### config.mk
export PLATFORM = sky130hd
export DESIGN_NAME = sm3_hash_engine
export DESIGN_NICKNAME = d
export VERILOG_FILES = /design/src/rtl/sm3_pkg.sv /design/src/rtl/sm3_front.sv /design/src/rtl/sm3_back.sv /design/src/rtl/sm3_hash_engine.sv
export SDC_FILE = /design/constraint.sdc
export NUM_CORES = 2
export LEC_CHECK = 0
export BUFFER_PORTS_ARGS = -buffer_cell sky130_fd_sc_hd__buf_2
export CAP_MARGIN = 15
export CELL_PAD_IN_SITES_DETAIL_PLACEMENT = 1
export CELL_PAD_IN_SITES_GLOBAL_PLACEMENT = 1
export CORE_ASPECT_RATIO = 0.7
export CORE_MARGIN = 1.5
export CORE_UTILIZATION = 52
export CTS_CLUSTER_SIZE = 12
export DETAILED_ROUTE_END_ITERATION = 10
export GPL_TIMING_DRIVEN = 0
export PLACE_DENSITY_LB_ADDON = 0.1
export SYNTH_ARGS = -nofsm -noshare
export SYNTH_HDL_FRONTEND = slang
export SYNTH_SLANG_ARGS = --single-unit
export TNS_END_PERCENT = 30
### constraint.sdc
create_clock -name clk -period 22.8 [get_ports clk]
set_input_delay 4.56 -clock clk [delete_from_list [all_inputs] [get_ports clk]]
set_output_delay 4.56 -clock clk [all_outputs]
set_load 0.01 [all_outputs]
### src/rtl/sm3_pkg.sv
package sm3_pkg;

    // One message word as it travels from the front queue to the back end.
    typedef struct packed {
        logic [31:0] data;
        logic [2:0]  nbytes;
        logic        last;
    } item_t;

    typedef logic [31:0] word8_t [8];
    typedef logic [31:0] word16_t [16];

    localparam int unsigned QUEUE_DEPTH = 4;
    localparam int unsigned QPTR_W      = $clog2(QUEUE_DEPTH);

    localparam logic [2:0]  MAX_BYTES = 3'd4;
    localparam logic [7:0]  PAD_BYTE  = 8'h80;
    localparam logic [31:0] T_LOW     = 32'h79CC4519;
    localparam logic [31:0] T_HIGH    = 32'h7A879D8A;

    localparam word8_t INIT_VECTOR = '{
        32'h7380166F, 32'h4914B2B9, 32'h172442D7, 32'hDA8A0600,
        32'hA96F30BC, 32'h163138AA, 32'hE38DEE4D, 32'hB0FB0E4E
    };

    // Rotate left by an amount fixed at each call site.
    function automatic logic [31:0] rotl32(input logic [31:0] x, input int unsigned n);
        logic [63:0] dbl;
        dbl = {x, x} << (n % 32);
        return dbl[63:32];
    endfunction

    function automatic logic [31:0] perm0(input logic [31:0] x);
        return x ^ rotl32(x, 9) ^ rotl32(x, 17);
    endfunction

    function automatic logic [31:0] perm1(input logic [31:0] x);
        return x ^ rotl32(x, 15) ^ rotl32(x, 23);
    endfunction

    // Round constant of round sixteen, the first one that uses T_HIGH.
    localparam logic [31:0] T_HIGH16 = rotl32(T_HIGH, 16);

endpackage

### src/rtl/sm3_front.sv
module sm3_front
    import sm3_pkg::*;
(
    input  logic        clk,
    input  logic        rst_n,
    input  logic        push,
    input  logic [31:0] data_word,
    input  logic [2:0]  valid_bytes,
    input  logic        last_word,
    output logic        full,
    output logic        q_valid,
    output item_t       q_item,
    input  logic        q_take
);

    item_t             mem [QUEUE_DEPTH];
    logic [QPTR_W-1:0] wr_ptr_reg;
    logic [QPTR_W-1:0] rd_ptr_reg;
    logic [QPTR_W:0]   count_reg;
    logic              do_push;
    logic              do_pop;
    item_t             in_item;

    // Clamp the byte count so the back end never sees more than four bytes.
    always_comb
    begin
        in_item.data   = data_word;
        in_item.nbytes = (valid_bytes > MAX_BYTES) ? MAX_BYTES : valid_bytes;
        in_item.last   = last_word;
    end

    assign full    = (count_reg == (QPTR_W+1)'(QUEUE_DEPTH));
    assign q_valid = (count_reg != '0);
    assign q_item  = mem[rd_ptr_reg];
    assign do_push = push && !full;
    assign do_pop  = q_take && q_valid;

    // Item storage.
    always_ff @(posedge clk)
    begin
        if (do_push)
        begin
            mem[wr_ptr_reg] <= in_item;
        end
    end

    // Pointers and fill level.
    always_ff @(posedge clk or negedge rst_n)
    begin
        if (!rst_n)
        begin
            wr_ptr_reg <= '0;
            rd_ptr_reg <= '0;
            count_reg  <= '0;
        end
        else
        begin
            if (do_push)
            begin
                wr_ptr_reg <= wr_ptr_reg + 1'b1;
            end
            if (do_pop)
            begin
                rd_ptr_reg <= rd_ptr_reg + 1'b1;
            end
            if (do_push && !do_pop)
            begin
                count_reg <= count_reg + 1'b1;
            end
            else if (do_pop && !do_push)
            begin
                count_reg <= count_reg - 1'b1;
            end
        end
    end

endmodule

### src/rtl/sm3_back.sv
module sm3_back
    import sm3_pkg::*;
(
    input  logic        clk,
    input  logic        rst_n,
    input  logic        q_valid,
    input  item_t       q_item,
    output logic        q_take,
    output logic        empty,
    input  logic        pop,
    output logic [31:0] digest_word,
    output logic [2:0]  word_index,
    output logic        digest_done
);

    typedef enum logic [2:0] {
        S_IDLE,
        S_BYTES,
        S_PAD80,
        S_PADZ,
        S_PADLEN,
        S_LOAD,
        S_COMP,
        S_EMIT
    } state_t;

    state_t      state_reg, state_next;
    state_t      ret_reg, ret_next;
    logic [31:0] data_reg, data_next;
    logic [2:0]  cnt_reg, cnt_next;
    logic        last_reg, last_next;
    logic [63:0] len_reg, len_next;
    logic [60:0] total_reg, total_next;
    logic [5:0]  fill_reg, fill_next;
    logic [5:0]  rnd_reg, rnd_next;
    logic [31:0] tj_reg, tj_next;
    logic [2:0]  idx_reg, idx_next;
    word16_t     buf_reg, buf_next;
    word16_t     win_reg, win_next;
    word8_t      cv_reg, cv_next;
    word8_t      work_reg, work_next;

    logic        put;
    logic [7:0]  put_data;
    state_t      put_ret;

    logic [31:0] a12, ss1, ss2, ff, gg, tt1, tt2, wnew;
    word8_t      rnd_out;

    // One compression round and the next expanded message word.
    always_comb
    begin
        a12 = rotl32(work_reg[0], 12);
        ss1 = rotl32(a12 + work_reg[4] + tj_reg, 7);
        ss2 = ss1 ^ a12;
        if (rnd_reg < 6'd16)
        begin
            ff = work_reg[0] ^ work_reg[1] ^ work_reg[2];
            gg = work_reg[4] ^ work_reg[5] ^ work_reg[6];
        end
        else
        begin
            ff = (work_reg[0] & work_reg[1]) | (work_reg[0] & work_reg[2])
               | (work_reg[1] & work_reg[2]);
            gg = (work_reg[4] & work_reg[5]) | (~work_reg[4] & work_reg[6]);
        end
        tt1 = ff + work_reg[3] + ss2 + (win_reg[0] ^ win_reg[4]);
        tt2 = gg + work_reg[7] + ss1 + win_reg[0];
        rnd_out[0] = tt1;
        rnd_out[1] = work_reg[0];
        rnd_out[2] = rotl32(work_reg[1], 9);
        rnd_out[3] = work_reg[2];
        rnd_out[4] = perm0(tt2);
        rnd_out[5] = work_reg[4];
        rnd_out[6] = rotl32(work_reg[5], 19);
        rnd_out[7] = work_reg[6];
        wnew = perm1(win_reg[0] ^ win_reg[7] ^ rotl32(win_reg[13], 15))
             ^ rotl32(win_reg[3], 7) ^ win_reg[10];
    end

    // Sequencer: byte packing, padding, compression and digest readout.
    always_comb
    begin
        state_next = state_reg;
        ret_next   = ret_reg;
        data_next  = data_reg;
        cnt_next   = cnt_reg;
        last_next  = last_reg;
        len_next   = len_reg;
        total_next = total_reg;
        fill_next  = fill_reg;
        rnd_next   = rnd_reg;
        tj_next    = tj_reg;
        idx_next   = idx_reg;
        buf_next   = buf_reg;
        win_next   = win_reg;
        cv_next    = cv_reg;
        work_next  = work_reg;
        q_take     = 1'b0;
        put        = 1'b0;
        put_data   = 8'h00;
        put_ret    = state_reg;

        case (state_reg)
            S_IDLE:
            begin
                if (q_valid)
                begin
                    q_take     = 1'b1;
                    data_next  = q_item.data;
                    cnt_next   = q_item.nbytes;
                    last_next  = q_item.last;
                    state_next = S_BYTES;
                end
            end
            S_BYTES:
            begin
                if (cnt_reg == 3'd0)
                begin
                    if (last_reg)
                    begin
                        len_next   = {total_reg, 3'b000};
                        state_next = S_PAD80;
                    end
                    else
                    begin
                        state_next = S_IDLE;
                    end
                end
                else
                begin
                    put        = 1'b1;
                    put_data   = data_reg[31:24];
                    put_ret    = S_BYTES;
                    data_next  = {data_reg[23:0], 8'h00};
                    cnt_next   = cnt_reg - 3'd1;
                    total_next = total_reg + 61'd1;
                end
            end
            S_PAD80:
            begin
                put        = 1'b1;
                put_data   = PAD_BYTE;
                put_ret    = S_PADZ;
                state_next = S_PADZ;
            end
            S_PADZ:
            begin
                if (fill_reg == 6'd56)
                begin
                    state_next = S_PADLEN;
                end
                else
                begin
                    put     = 1'b1;
                    put_ret = S_PADZ;
                end
            end
            S_PADLEN:
            begin
                // The length always ends exactly on the last byte of a block.
                put      = 1'b1;
                put_data = len_reg[63:56];
                put_ret  = S_EMIT;
                len_next = {len_reg[55:0], 8'h00};
            end
            S_LOAD:
            begin
                win_next   = buf_reg;
                work_next  = cv_reg;
                rnd_next   = '0;
                tj_next    = T_LOW;
                state_next = S_COMP;
            end
            S_COMP:
            begin
                work_next = rnd_out;
                for (int i = 0; i < 15; i++)
                begin
                    win_next[i] = win_reg[i+1];
                end
                win_next[15] = wnew;
                rnd_next     = rnd_reg + 6'd1;
                tj_next      = (rnd_reg == 6'd15) ? T_HIGH16 : rotl32(tj_reg, 1);
                if (rnd_reg == 6'd63)
                begin
                    for (int i = 0; i < 8; i++)
                    begin
                        cv_next[i] = cv_reg[i] ^ rnd_out[i];
                    end
                    state_next = ret_reg;
                end
            end
            S_EMIT:
            begin
                if (pop)
                begin
                    if (idx_reg == 3'd7)
                    begin
                        idx_next   = '0;
                        cv_next    = INIT_VECTOR;
                        total_next = '0;
                        state_next = S_IDLE;
                    end
                    else
                    begin
                        idx_next = idx_reg + 3'd1;
                    end
                end
            end
            default:
            begin
                state_next = S_IDLE;
            end
        endcase

        // Byte insertion into the block buffer; a full block starts compression.
        if (put)
        begin
            case (fill_reg[1:0])
                2'd0:    buf_next[fill_reg[5:2]][31:24] = put_data;
                2'd1:    buf_next[fill_reg[5:2]][23:16] = put_data;
                2'd2:    buf_next[fill_reg[5:2]][15:8]  = put_data;
                default: buf_next[fill_reg[5:2]][7:0]   = put_data;
            endcase
            fill_next = fill_reg + 6'd1;
            if (fill_reg == 6'd63)
            begin
                ret_next   = put_ret;
                state_next = S_LOAD;
            end
        end
    end

    // State and registered outputs.
    always_ff @(posedge clk or negedge rst_n)
    begin
        if (!rst_n)
        begin
            state_reg <= S_IDLE;
            ret_reg   <= S_IDLE;
            cnt_reg   <= '0;
            last_reg  <= 1'b0;
            total_reg <= '0;
            fill_reg  <= '0;
            rnd_reg   <= '0;
            idx_reg   <= '0;
            cv_reg    <= INIT_VECTOR;
        end
        else
        begin
            state_reg <= state_next;
            ret_reg   <= ret_next;
            cnt_reg   <= cnt_next;
            last_reg  <= last_next;
            total_reg <= total_next;
            fill_reg  <= fill_next;
            rnd_reg   <= rnd_next;
            idx_reg   <= idx_next;
            cv_reg    <= cv_next;
        end
    end

    // Datapath registers without reset.
    always_ff @(posedge clk)
    begin
        data_reg <= data_next;
        len_reg  <= len_next;
        tj_reg   <= tj_next;
        buf_reg  <= buf_next;
        win_reg  <= win_next;
        work_reg <= work_next;
    end

    assign empty       = (state_reg != S_EMIT);
    assign digest_word = cv_reg[idx_reg];
    assign word_index  = idx_reg;
    assign digest_done = (idx_reg == 3'd7);

endmodule

### src/rtl/sm3_hash_engine.sv
// Channel   | Handshake          | Payload
// ----------+--------------------+-----------------------------------------
// message   | push / full        | data_word, valid_bytes, last_word
// digest    | pop / empty        | digest_word, word_index, digest_done
//
// A full word is taken, its four bytes are packed one by one, then the word is closed.
// Each 64-byte block runs through the single shared round unit: a load, then 64 rounds.
// A last word adds the padding bytes and one or two compressions.
// A four-entry queue takes words while the back end works or the digest waits.
// Reset is asynchronous and active low; no clearing pass is needed.
module sm3_hash_engine
    import sm3_pkg::*;
(
    input  logic        clk,
    input  logic        rst_n,
    input  logic        push,
    output logic        full,
    input  logic [31:0] data_word,
    input  logic [2:0]  valid_bytes,
    input  logic        last_word,
    output logic        empty,
    input  logic        pop,
    output logic [31:0] digest_word,
    output logic [2:0]  word_index,
    output logic        digest_done
);

    logic  q_valid;
    logic  q_take;
    item_t q_item;

    // Front end: accepts, clamps and queues message words.
    sm3_front u_front (
        .clk         (clk),
        .rst_n       (rst_n),
        .push        (push),
        .data_word   (data_word),
        .valid_bytes (valid_bytes),
        .last_word   (last_word),
        .full        (full),
        .q_valid     (q_valid),
        .q_item      (q_item),
        .q_take      (q_take)
    );

    // Back end: packing, padding, compression and digest readout.
    sm3_back u_back (
        .clk         (clk),
        .rst_n       (rst_n),
        .q_valid     (q_valid),
        .q_item      (q_item),
        .q_take      (q_take),
        .empty       (empty),
        .pop         (pop),
        .digest_word (digest_word),
        .word_index  (word_index),
        .digest_done (digest_done)
    );

    // A waiting digest word holds until it is taken.
    assert property (@(posedge clk) disable iff (!rst_n)
        (!empty && !pop) |=> (!empty && $stable(word_index) && $stable(digest_word)))
        else $error("digest word changed while stalled");

    // Taking the final digest word ends the digest.
    assert property (@(posedge clk) disable iff (!rst_n)
        (!empty && pop && digest_done) |=> empty)
        else $error("digest continued after final word");

    // Taking any other word moves to the next index.
    assert property (@(posedge clk) disable iff (!rst_n)
        (!empty && pop && !digest_done) |=>
            (!empty && word_index == $past(word_index) + 3'd1))
        else $error("digest word index skipped");

endmodule
# Yosys cells after proc, flatten, opt, wreduce, memory -nomap -nowiden
# Memory sizes are Yosys's and may differ from the RTL's.
# Cells that the tools add are included.
# classes
add_sub_neg	17
multipliers	0
n_div	0
n_lt_le_gt_ge	5
eq_ne	23
n_shift	0
muxes	66
bitwise	33
reduce_logical	26
# ops
operator	count
$bwmux 512	4
$pmux 512 s3	1
$pmux 256 s2	2
$pmux 512 s2	1
$mux 256	3
$xor 32x32->32	22
$demux 32 s4	4
$add 32x32->32	8
$mux 32	8
$mux 61	3
$and 32x32->32	5
$mux 64	2
$pmux 32 s2	2
$pmux 64 s2	1
$pmux 61 s2	1
$bmux 32 s3	1
$or 32x32->32	3
$add 61x1->61 const B	1
$mux 3	16
$not 32->32	1
$mux 24	1
$pmux 8 s3	1
$pmux 3 s7	1
$eq 3x3->1 const B	6
other kinds (38)	72
# word_totals
reg_bits	1757
latch_bits	0
ram_bits	144
romBits	0
inputBits	40
output_inout_bits	38
wordCells	233
memories	1
# memory_table
memory	words	word_bits	read_ports	rd_ports_with_merged_regs	wr	line_no	rtl
u_front.mem	4	36	1	0	1	sm3_front.sv:16	item_t mem [QUEUE_DEPTH];

# Depth between registers and ports, before layout
# depth
ltp_word	12
mapped_depth	30

# Modules after synthesis
# A second synthesis with hierarchy kept.
# unflattened
hier_cells	8592
area_unflattened_um2	95167.5
# by_module_without_submodules
mod	n_inst	cells_per_inst	area_each_um2
sm3_back	1	8366	89519.6
sm3_front	1	226	5647.9

# Worst setup path before layout
# OpenSTA, ideal clock, no wires.
# synth_path
path_type	reg-to-reg
start	reg u_back.state_reg[2]
end	reg with a tool-made name
arrival_ns	17.799
t_required_ns	21.659
slack_ns	3.861
stages_incl_launch_ff	8
path_buffers	3
synth_period_minus_slack_ns	18.939
path_cell_list	dfrtp_1 or3b_4 nor2_1 clkbuf_1 nor3_1 clkbuf_1 clkbuf_1 nor2_1
# synth_lines
element	line_no	rtl
from (decl)	sm3_back.sv:27	state_t state_reg, state_next;
from (signal assigned)	sm3_back.sv:252	state_reg <= state_next;

# Worst setup path after layout
# layout_path
start	reg u_back.work_reg (netlist bit u_back.rnd_out[80])
end	reg u_back.cv_reg[255] (netlist name)
# layout_via
elab_chain_len	8
# layout_rtl
element	line_no	rtl
from (decl)	sm3_back.sv:41	word8_t work_reg, work_next;
from (signal assigned)	sm3_back.sv:272	work_reg <= work_next;
$add 32x32->32 (2 in a row)	sm3_back.sv:54	ss1 = rotl32(a12 + work_reg[4] + tj_reg, 7);
$xor 32x32->32	sm3_back.sv:55	ss2 = ss1 ^ a12;
$add 32x32->32 (2 in a row)	sm3_back.sv:67	tt1 = ff + work_reg[3] + ss2 + (win_reg[0] ^ win_reg[4]);
$xor 32x32->32	sm3_back.sv:189	cv_next[i] = cv_reg[i] ^ rnd_out[i];
$mux 256	sm3_back.sv:185	if (rnd_reg == 6'd63)
$pmux 256 s2	sm3_back.sv:104	case (state_reg)
to (signal assigned)	sm3_back.sv:260	cv_reg <= cv_next;
to (decl)	sm3_back.sv:40	word8_t cv_reg, cv_next;
# Every way passes these cells. The select of a mux whose other input is x is not followed.
# A chain may end at the register's enable or synchronous reset.

==> results.cfg <==
[run_status]
outcome = complete, but fails checks
violations = slew limit

[logic_synthesis]
async_flop_share = 0.1839
synthDistinctLibCells = 100
syn_inst = 8627
yosys_warnings = 0
synth_area_per_cell_sq_um = 11.09
synth_top_area_frac = 0.4863
yosys.area.top_type = edfxtp_1
seq_area_frac_synth = 0.5792
yosys_most_used_dff = edfxtp_1
ys_ff_latch = 1898
synth_area_leaders = edfxtp_1, nand2_1, dfrtp_1, fa_1, a22o_1
synth_nets = 8963
synth_edf_count = 1549
yosysMostFrequentCell = nand2_1
synth_common_cells = nand2_1, edfxtp_1, o21ai_0
synthesis.area_sq_um = 95650

[route]
vias = 78150
drc = 0
drt_wl_total_um = 432500
viasPerCell = 6.726
avgRoutedWirePerCell_um = 37.22
first_pass_iters = 6
drt_iter0_drc = 12820
ant_nets = 0

[global_routing]
grt_first_pass_wirelength_um = 588300
grt_pass1_vias = 75040
grt_max_degree = 121
grt_antenna_before_repair = 49
gr-total-overflow = 0
grt_use_total = 0.4582

[setup_path]
worst_ep_arrival_time_ns = 10.85
start_kind = register
path_common_cell = a21oi_1
path_buf_inv = 2
timing.rr.end = u_back.cv_reg[255]$_DFFE_PN0P_
max_stage_delay_ns = 0.91
slowest_stage = xor2_1
critPathCaptureType = register
cp_top_family = compound AO/OA/AOI/OAI gates
cp.required_ns = 23.55
crit-reg2reg-launch = u_back.rnd_out[80]$_DFFE_PP_
ff2ff_setup_slack_ns = 12.70
worst-path-max-fanout = 7
crit_type = reg2reg
rr_worst_depth = 27
path_depth = 27

[clock_network]
postCtsHoldBufs = 0
htreeDepth = 4
cts.sinks = 1898
clock-root-buffer = clkbuf_16
cts_setup_buffers = 0
cts_tree = built
clk_latency_ns = 0.89
cts_buffers = 199
clk_pin_slew_ns = 0.06
cts_max_path_buffers = 4
ctsResizeCount = 0

[floorplanning]
fp-row-count = 131
initial_core_util = 0.5243
die_area_sq_um = 186600
pin_count = 78
die-height_um = 361.8
core-area_sq_um = 182400
die_w_um = 515.6

[sta]
hold_violations = 0
setup_violations = 0
fmax_ghz = 0.09899
period_needed_ns = 10.10
tightestPinTransition_ns = 1.505
finalCritPeriodShare = 0.4431
maxSlewHeadroom = -0.003357
whs_ns = 0.5009
slew_violations = 5
fin_skew_ns = 0.05706
rsz0062_at_grt = false

[cells_and_area]
post-route-util = 0.5856
fin_area_sq_um = 106800
num-fill-cells = 19070
area_delta_synth_final_pct = 11.70
drive_gt1_frac = 0.09013
nNetsFinal = 9339
fin_cells = 11620

[min_path]
hold_end = u_back.ret_reg[0]$_DFFE_PN0P_
worstHoldPathCells = 1
worstHoldPathType = reg2reg
worstHoldStart = u_back.ret_reg[0]$_DFFE_PN0P_

[power]
power_density_nw_per_um2 = 66.01
peakVddDrop_mv = 0.1029
leakage_nw = 42.38
finalPower_mw = 7.052

[placement]
placed_area_sq_um = 100400
placed_cells = 11230
routabilityCongestion = 1.072
dpl.hpwl_um = 328900
io_buffers = 77

[run]
maxCapViolations = 0
-- stage by stage --
stage	worst slack, ns	setup TNS [ns]
floorplan	3.861	0
global placement	-6.022	-5396.92
detailed placement	13.41	0
CTS	13.28	0
global route	12.64	0
finish	12.70	0
-- worst max-delay path by stage --
stage                                           to                     startpoint
floorplan                                 register  u_back.state_reg[2]$_DFF_PN0_
global placement                          register  u_back.state_reg[2]$_DFF_PN0_
detailed placement  u_back.cv_reg[255]$_DFFE_PN0P_   u_back.rnd_out[80]$_DFFE_PP_
CTS                 u_back.cv_reg[255]$_DFFE_PN0P_   u_back.rnd_out[80]$_DFFE_PP_
global route        u_back.cv_reg[255]$_DFFE_PN0P_   u_back.rnd_out[80]$_DFFE_PP_
finish              u_back.cv_reg[255]$_DFFE_PN0P_   u_back.rnd_out[80]$_DFFE_PP_
-- worst reg2reg max path: stages (launching register included) --
cell and delay, ns:
edfxtp_1 0.85, fa_1 0.55, ha_1 0.28, clkbuf_1 0.35
nand4_1 0.30, nor3_1 0.25, nand3_1 0.13, o211ai_2 0.18
a21o_1 0.22, a21oi_1 0.14, nand2b_1 0.19, a21oi_1 0.21
xor2_1 0.91, xnor2_1 0.38, fa_1 0.58, fa_1 0.52
inv_1 0.05, ha_1 0.32, nor2b_1 0.19, o31a_1 0.35
o31ai_1 0.91, a21oi_1 0.35, o21ai_1 0.49, a31oi_1 0.29
o21ba_2 0.29, xnor2_1 0.20, or3_1 0.38, a21oi_1 0.14
-- logic make-up after synthesis --
kind of cell             share of synthesized area
buffers and inverters                      0.02641
multiplexers                               0.03881
AO/OA/AOI/OAI                              0.09624
XOR/XNOR                                   0.05235
adder cells (fa/ha/maj)                    0.05355
AND/OR/NAND/NOR                             0.1535
flip-flops                                  0.5792
-- per-layer routing --
metal	up-vias	share of wire	track usage	wire length [um]
li1	30900	-	-	-
met1	40350	0.40	0.6508	171600
met2	5981	0.38	0.5686	162800
met3	872	0.19	0.2678	81330
met4	36	0.038	0.1586	16520
met5	-	0.00050	0	217
-- layout make-up --
cell class,instances,area (sq um),share of cell area
repair buffers,175,2102,0.01968
inverters,202,765.7,0.007167
multi-input cells,6066,37790,0.3537
well taps,2460,3078,0.02881
clock buffers,292,5583,0.05226
diodes,27,67.56,0.0006324
clock inverters,37,262.8,0.002459
flip-flops and latches,1898,55400,0.5185
plain buffers,461,1789,0.01675
-- where the power goes --
part	switching (mW)	internal (mW)
Sequential	0.0191	3.77
Combinational	0.0763	0.0404
Clock	1.44	1.70
-- cells in the final DEF (no fill, tap or decap), types with 100 or more instances in the layout --
cell type / netlist / layout
inv_1: 201 / 200
o21ai_0: 490 / 490
xnor2_1: 335 / 331
dfrtp_1: 230 / 230
a22o_1: 386 / 386
mux4_2: 100 / 100
nor2_1: 400 / 398
fa_1: 189 / 189
nand2_1: 2660 / 2660
edfxtp_1: 1549 / 1549
dfstp_2: 119 / 119
clkbuf_16: 0 / 203
xor2_1: 208 / 208
and3_1: 125 / 125
a21oi_1: 266 / 266
clkbuf_1: 422 / 476
ha_1: 107 / 107
Note: power is estimated with default switching activity, not from simulation.
